<file path="src/sv/segment_segment_distance_3d_assert.svh">
`ifndef SEGMENT_SEGMENT_DISTANCE_3D_ASSERT_SVH
`define SEGMENT_SEGMENT_DISTANCE_3D_ASSERT_SVH

// ante must be followed by cons in the same cycle
`define SSD_ASSERT_IMPLIES(lbl, clk, rst_n, ante, cons, msg) \
  lbl: assert property (@(posedge clk) disable iff (!rst_n) (ante) |-> (cons)) \
    else $error(msg);

// cond must never hold
`define SSD_ASSERT_NEVER(lbl, clk, rst_n, cond, msg) \
  lbl: assert property (@(posedge clk) disable iff (!rst_n) !(cond)) \
    else $error(msg);

`endif

</file>
<file path="src/sv/ssd_pkg.sv">
`default_nettype none

package ssd_pkg;

  localparam int FRAC_W     = 32;
  localparam int THR_W      = 32;
  localparam int DIST_W     = 17;
  localparam int COMP_W     = 27;
  localparam int RND_SHIFT  = 24;
  localparam int SQ_STEPS   = 28;
  localparam int SQ_W       = 2 * SQ_STEPS;
  localparam int DIST_SHIFT = 8;

  localparam logic [THR_W-1:0]  THR_RESET = 32'd42950;
  localparam logic [DIST_W-1:0] DIST_MAX  = 17'd131071;
  localparam logic [COMP_W-1:0] COMP_MAX  = 27'd67108864;

  typedef struct packed {
    logic zero;
    logic one;
  } ssd_flag_t;

endpackage

`default_nettype wire

</file>
<file path="src/sv/ssd_sqrt.sv">
`default_nettype none

module ssd_sqrt #(
  parameter int SIDE_W = 1
) (
  input  logic                         clk_i,
  input  logic                         rst_ni,
  input  logic                         valid_i,
  input  logic [ssd_pkg::SQ_W-1:0]     rad_i,
  input  logic [SIDE_W-1:0]            side_i,
  output logic                         valid_o,
  output logic [ssd_pkg::SQ_STEPS-1:0] root_o,
  output logic [SIDE_W-1:0]            side_o
);
  import ssd_pkg::*;

  logic [SQ_STEPS-1:0] vld_q;
  logic [SQ_W-1:0]     x_q    [SQ_STEPS];
  logic [SQ_W-1:0]     r_q    [SQ_STEPS];
  logic [SIDE_W-1:0]   side_q [SQ_STEPS];

  always_ff @(posedge clk_i or negedge rst_ni) begin
    if (!rst_ni) begin
      vld_q <= '0;
    end else begin
      vld_q <= {vld_q[SQ_STEPS-2:0], valid_i};
    end
  end

  for (genvar i = 0; i < SQ_STEPS; i++) begin : g_step
    localparam logic [SQ_W-1:0] BITV = SQ_W'(1) << (2 * (SQ_STEPS - 1 - i));
    logic [SQ_W-1:0]   x_in, r_in, trial, x_d, r_d;
    logic [SIDE_W-1:0] s_in;
    if (i == 0) begin : g_first
      assign x_in = rad_i;
      assign r_in = '0;
      assign s_in = side_i;
    end else begin : g_next
      assign x_in = x_q[i-1];
      assign r_in = r_q[i-1];
      assign s_in = side_q[i-1];
    end
    always_comb begin
      trial = r_in + BITV;
      if (x_in >= trial) begin
        x_d = x_in - trial;
        r_d = (r_in >> 1) + BITV;
      end else begin
        x_d = x_in;
        r_d = r_in >> 1;
      end
    end
    always_ff @(posedge clk_i) begin
      x_q[i]    <= x_d;
      r_q[i]    <= r_d;
      side_q[i] <= s_in;
    end
  end

  assign valid_o = vld_q[SQ_STEPS-1];
  assign root_o  = r_q[SQ_STEPS-1][SQ_STEPS-1:0];
  assign side_o  = side_q[SQ_STEPS-1];

endmodule

`default_nettype wire
</file>
<file path="config.mk">
export PLATFORM = sky130hd
export DESIGN_NAME = ssd_sqrt
export DESIGN_NICKNAME = d
export VERILOG_FILES = /design/src/sv/segment_segment_distance_3d_assert.svh /design/src/sv/ssd_pkg.sv /design/src/sv/ssd_sqrt.sv
export SDC_FILE = /design/constraint.sdc
export NUM_CORES = 2
export LEC_CHECK = 0
export BUFFER_PORTS_ARGS = -buffer_cell sky130_fd_sc_hd__buf_2
export CAP_MARGIN = 15
export CORE_UTILIZATION = 50
export CTS_BUF_LIST = sky130_fd_sc_hd__clkbuf_4 sky130_fd_sc_hd__clkbuf_8
export DETAILED_ROUTE_END_ITERATION = 16
export PLACE_DENSITY_LB_ADDON = 0.3
export SYNTH_ARGS = -nofsm -noshare
export SYNTH_HDL_FRONTEND = slang
export SYNTH_SLANG_ARGS = --single-unit
</file>
<file path="constraint.sdc">
create_clock -name clk_i -period 4.35 [get_ports clk_i]
set_input_delay 0 -clock clk_i [delete_from_list [all_inputs] [get_ports clk_i]]
set_output_delay 0 -clock clk_i [all_outputs]
set_load 0.005 [all_outputs]
</file>
## Word-level counts from Yosys, hierarchy flattened

Memory sizes are Yosys's and may differ from the RTL's.
Index checks and enable logic that the tools add are counted.

| word-level totals | value |
|---|---|
| flip-flop bits (word level) | 28 |
| memory bits (writable) | 3,164 |
| input port bits | 60 |
| output and inout bits | 30 |
| logic and storage cells | 170 |
| memories | 3 |

| operators by class | value |
|---|---|
| add/sub/neg operators | 82 |
| $lt $le $gt $ge | 28 |
| multiplexer cells | 56 |

Memories:

| memory | words | bits a word | read ports | clocked after memory_dff | write ports | line | source |
|---|---|---|---|---|---|---|---|
| r_q | 28 | 56 | 28 | 0 | 28 | ssd_sqrt.sv:19 | `logic [SQ_W-1:0] r_q [SQ_STEPS];` |
| x_q | 28 | 56 | 27 | 0 | 28 | ssd_sqrt.sv:18 | `logic [SQ_W-1:0] x_q [SQ_STEPS];` |
| side_q | 28 | 1 | 28 | 0 | 28 | ssd_sqrt.sv:20 | `logic [SIDE_W-1:0] side_q [SQ_STEPS];` |

Operators by type and width:

| cell | number |
|---|---|
| $mux 56 | 55 |
| $ge 56x56->1 | 27 |
| $sub 56x56->56 | 27 |
| $add 55x1->56 const B | 1 |
| $add 55x11->56 const B | 1 |
| $add 55x13->56 const B | 1 |
| $add 55x15->56 const B | 1 |
| $add 55x17->56 const B | 1 |
| $add 55x19->56 const B | 1 |
| $add 55x21->56 const B | 1 |
| $add 55x23->56 const B | 1 |
| $add 55x25->56 const B | 1 |
| $add 55x27->56 const B | 1 |
| $add 55x29->56 const B | 1 |
| $add 55x3->56 const B | 1 |
| $add 55x31->56 const B | 1 |
| $add 55x33->56 const B | 1 |
| $add 55x35->56 const B | 1 |
| $add 55x37->56 const B | 1 |
| $add 55x39->56 const B | 1 |
| $add 55x41->56 const B | 1 |
| $add 55x43->56 const B | 1 |
| $add 55x45->56 const B | 1 |
| $add 55x47->56 const B | 1 |
| other kinds (36) | 36 |

## Depth between registers and ports, before layout

An unclocked memory read counts as a cell.

| logic depth | value |
|---|---|
| depth in word-level cells | 4 |
| mapped depth | 14 |
| mapped depth without buffers | 12 |

## Worst setup path before layout

No wires, ideal clock.

| timing path | value |
|---|---|
| path kind | reg-to-reg |
| start point | memory x_q[1][550] (netlist bit) |
| end point | memory x_q[1][566] (netlist bit) |
| library setup time | 0.121 ns |
| arrival | 3.052 ns |
| data required time | 4.229 ns |
| setup slack | 1.176 ns |
| cell stages (with the launch flop) | 10 |
| buffers on the path | 1 |
| clock period less this slack | 3.174 ns |
| cell sequence | dfxtp_1 -> or4_4 -> nand2b_4 -> or3_1 -> or3_1 -> or4_4 -> a221oi_4 -> inv_2 -> buf_6 -> mux2_4 |

RTL lines:

| what | line |
|---|---|
| start, declared | ssd_sqrt.sv:18 |

==> impl_metrics.csv <==
group,metric,value,unit
synth,synth_enable_flop_cells,0,
pwr,vdd_drop_max,500,uV
worst_hold_path,hp-class,"input pin to flop",
pwr,p_leak,0.0385,uW
pwr,comb_power_share,24.4,%
cells_and_area,layout.nets,8216,
synth,synth_seq_cells,1974,
route,drcViolationCount,0,
floorplan,die_h,386,um
sta,fin_ws,0.570,ns
worst_setup_path,cp.required,5.14,ns
route,wl_met2,87.4,mm
clock_network,cts_tree,"built",
clock_network,cts.repair.resized,0,
pwr,p_seq_share,46.0,%
floorplan,placeableCoreArea,146000,um^2
worst_setup_path,start_kind,"flop",
route,wl_met1,75.2,mm
global_route,grt.overflow.total,0,
worst_setup_path,r2r_cells,10,
route,drtIter0Drc,2897,
cells_and_area,final_cells,9852,
worst_setup_path,worst_setup_path_end_kind,"flop",
floorplan,die-area,149000,um^2
clock_network,cts_inserted_buffers,322,
clock_network,clk_pin_slew,0.07,ns
sta,setup_violations,0,
pwr,p_clk_share,29.6,%
worst_setup_path,cp_max_fo,11,
cells_and_area,syn_to_final_growth,14.3,%
route,wl_met3,7.18,mm
clock_network,worstSkewPairLatency,1.06,ns
sta,slew-limit-headroom,32.9,%
clock_network,cts_setup_buffers,0,
route,dr_total_vias,53100,
route,first_pass_iters,6,
global_route,grt_pass1_vias,53500,
synth,ys_types,90,
route,top_layer,"met4",
cells_and_area,fillers,12300,
placed_design,pre_cts_ws,0.630,ns
pwr,powerDensity,659,nW/um^2
global_route,grt_start_max_net_pins,51,
pwr,p_int,37800,uW
clock_network,htree_levels,5,
placed_design,place_inst,9195,
sta,maxSlewViolCount,0,
synth,ys_seq_area_share,53.8,%
sta,rsz0062_at_grt,"false",
sta,skew,0.106,ns
floorplan,io_pins,90,
clock_network,cts_max_path_buffers,4,
global_route,antenna_found_initial,6,
route,wl,176,mm
synth,syn_inst,7296,
synth,avgSynthCellArea,10.1,um^2
clock_network,cts-root-buf,"clkbuf_8",
route,ant_nets,0,
floorplan,die_w,386,um
synth,synthArstFlopShare,1.42,%
pwr,swShare,32.0,%
global_route,grt_pass1_wl,278,mm
pwr,p_total,55600,uW
sta,tightest_slew,1.00,ns
clock_network,clkSinkCount,1974,
sta,min_period,3.78,ns
route,post_drt_via_cell_ratio,5.39,
worst_setup_path,cp.arrival,4.57,ns
sta,fmax,265,MHz
cells_and_area,drive_gt1_share,10.1,%
placed_design,io_buffers,89,
route,drt-wirelength-per-cell,17.8,um
pwr,p_switching,17800,uW
floorplan,initial_core_util,50.5,%
placed_design,routabilityCongestion,0.915,
worst_setup_path,critPathKind,"flop to flop",
floorplan,rows,140,
synth,ys_warn_count,0,
run_status,status,"finished, final reports clean",
synth,ys.flop_type,"dfxtp_1",
sta,setup_tns,0,ns
sta,hold_violations,0,
placed_design,dpl.hpwl,131,mm
synth,synth.cell_area,73700,um^2
global_route,groute.usage.overall,23.3,%
run,cap_violations,0,
synth,syn_nets,7788,
worst_hold_path,min_path_cells,5,
sta,min_period_over_period,86.9,%
sta,holdWs,0.0875,ns
## cell usage after synthesis (11+ instances only)
cell type,count,area (um^2)
or3_1,79,494
and4_1,16,140
nand4b_1,16,140
nand2b_1,96,601
nor4b_1,37,324
nand3b_1,16,120
a21boi_0,15,113
or2_2,22,138
o21a_1,56,420
nor3b_1,14,105
o41ai_1,11,96.3
and2_1,24,150
nor2b_1,65,407
or4_1,58,435
ha_1,432,5410
a211oi_1,51,383
o2111ai_1,13,114
mux2_2,61,687
a21oi_1,501,2510
o21bai_1,42,315
inv_1,530,1990
a31oi_1,32,200
a21o_1,142,1070
dfxtp_1,1946,39000
nand4_1,117,732
o22ai_1,13,81.3
xor2_1,334,2930
xnor2_1,345,3020
nand3_1,99,495
o21ai_0,300,1500
a2111oi_0,14,123
clkbuf_1,125,469
o211ai_1,37,278
dfrtp_1,28,701
nor4_1,248,1550
o31ai_1,35,263
nor2_1,486,1820
nand2_1,424,1590
nor3_1,208,1040
and3_1,26,163
## cells in the final DEF, fill, tap and decap left out, drive strengths merged, types with 23 or more instances in the layout
cell         count
o21bai          42
or4             60
nand2          424
nor3           208
xor2           334
o31ai           35
nor2b           65
buf            130
nor2           486
dfxtp         1946
or2             23
and2            24
dlygate4sd3    120
ha             432
a21o           142
nor4b           37
nand2b          97
clkinv          39
o211ai          38
inv            537
nand4          118
nor4           249
and3            26
xnor2          345
a21oi          502
a31oi           32
or3             79
a211oi          51
o21a            56
nand3           99
dfrtp           28
mux2            68
clkbuf         476
o21ai          301
## worst paths after layout
kind,from,end,slack [ns]
max in group asynchronous,rst_ni,vld_q[7]$_DFF_PN0_,4.06
setup / recovery,r_q[1][303]$_DFF_P_,x_q[1][388]$_DFF_P_,0.57
setup reg to reg,r_q[1][303]$_DFF_P_,x_q[1][388]$_DFF_P_,0.57
hold / removal,rad_i[15],r_q[0][54]$_DFF_P_,0.09
min in group asynchronous,rst_ni,vld_q[0]$_DFF_PN0_,0.12
hold reg to reg,side_q[1][1]$_DFF_P_,side_q[1][2]$_DFF_P_,0.27
## kinds of logic after synthesis
kind of cell,Yosys count,share of synthesized area [%]
adders and majority gates,432,7.33
and+or+nand+nor,2077,14.5
DFF,1974,53.8
AOI/OAI and AO/OA,1375,11.6
buffers and inverters,682,3.52
muxes,77,1.20
xor gates and xnor gates,679,8.06
## per-layer routing
| layer | up-vias | track usage (%) |
|---|---|---|
| li1 | 26300 | - |
| met1 | 25200 | 27.6 |
| met2 | 1264 | 41.8 |
| met3 | 404 | 3.43 |
| met4 | 0 | 9.65 |
| met5 | - | 0 |
## state kept, by name, summed over array words and instances (netlist names)
signal	count
side_q	28
r_q	406
vld_q	28
x_q	1512
## final cells by class
type | instances | area (um^2) | area share, %
sequential | 1974 | 39700 | 47.1
multi-input combinational | 4640 | 31600 | 37.4
clock buffer | 475 | 6090 | 7.22
inverter | 535 | 2010 | 2.38
clock inverter | 58 | 579 | 0.687
timing repair buffer | 251 | 1990 | 2.36
antenna | 2 | 5.00 | 0.00594
tap | 1917 | 2400 | 2.85
## power groups by stage
stage          clock (uW)  combinational [uW]  sequential (uW)
2_1_floorplan           0               10500            24500
3_3_place_gp            0               13100            25800
3_5_place_dp            0               13300            25900
4_1_cts             16800               13500            25500
5_1_grt             17700               15100            26000
6_report            16500               13600            25600
## through the flow
step | utilization (%) | instance area [um^2]
floorplan | - | 73700
global placement | 52.3 | 76400
detailed placement | 52.3 | 76400
CTS | 57.7 | 84300
global route | 57.7 | 84300
finish | 57.7 | 84300
## worst max-delay path, cell delays in order (launching register included)
cell      delay (ns)
dfxtp_1         0.32
inv_1           0.04
ha_1            0.42
nand2_1         0.17
nor4_1          0.46
o221ai_1        0.37
a31oi_1         0.44
nor4bb_4        0.09
or4_1           0.69
or4_1           0.48
xnor2_1         0.15
## timing repair
item | in CTS | in global routing
setup endpoints to repair | 0 | 0
endpoints found under the hold margin | 87 | 0
hold buffers | 121 | 0
Power figures use the tool's default switching activity.
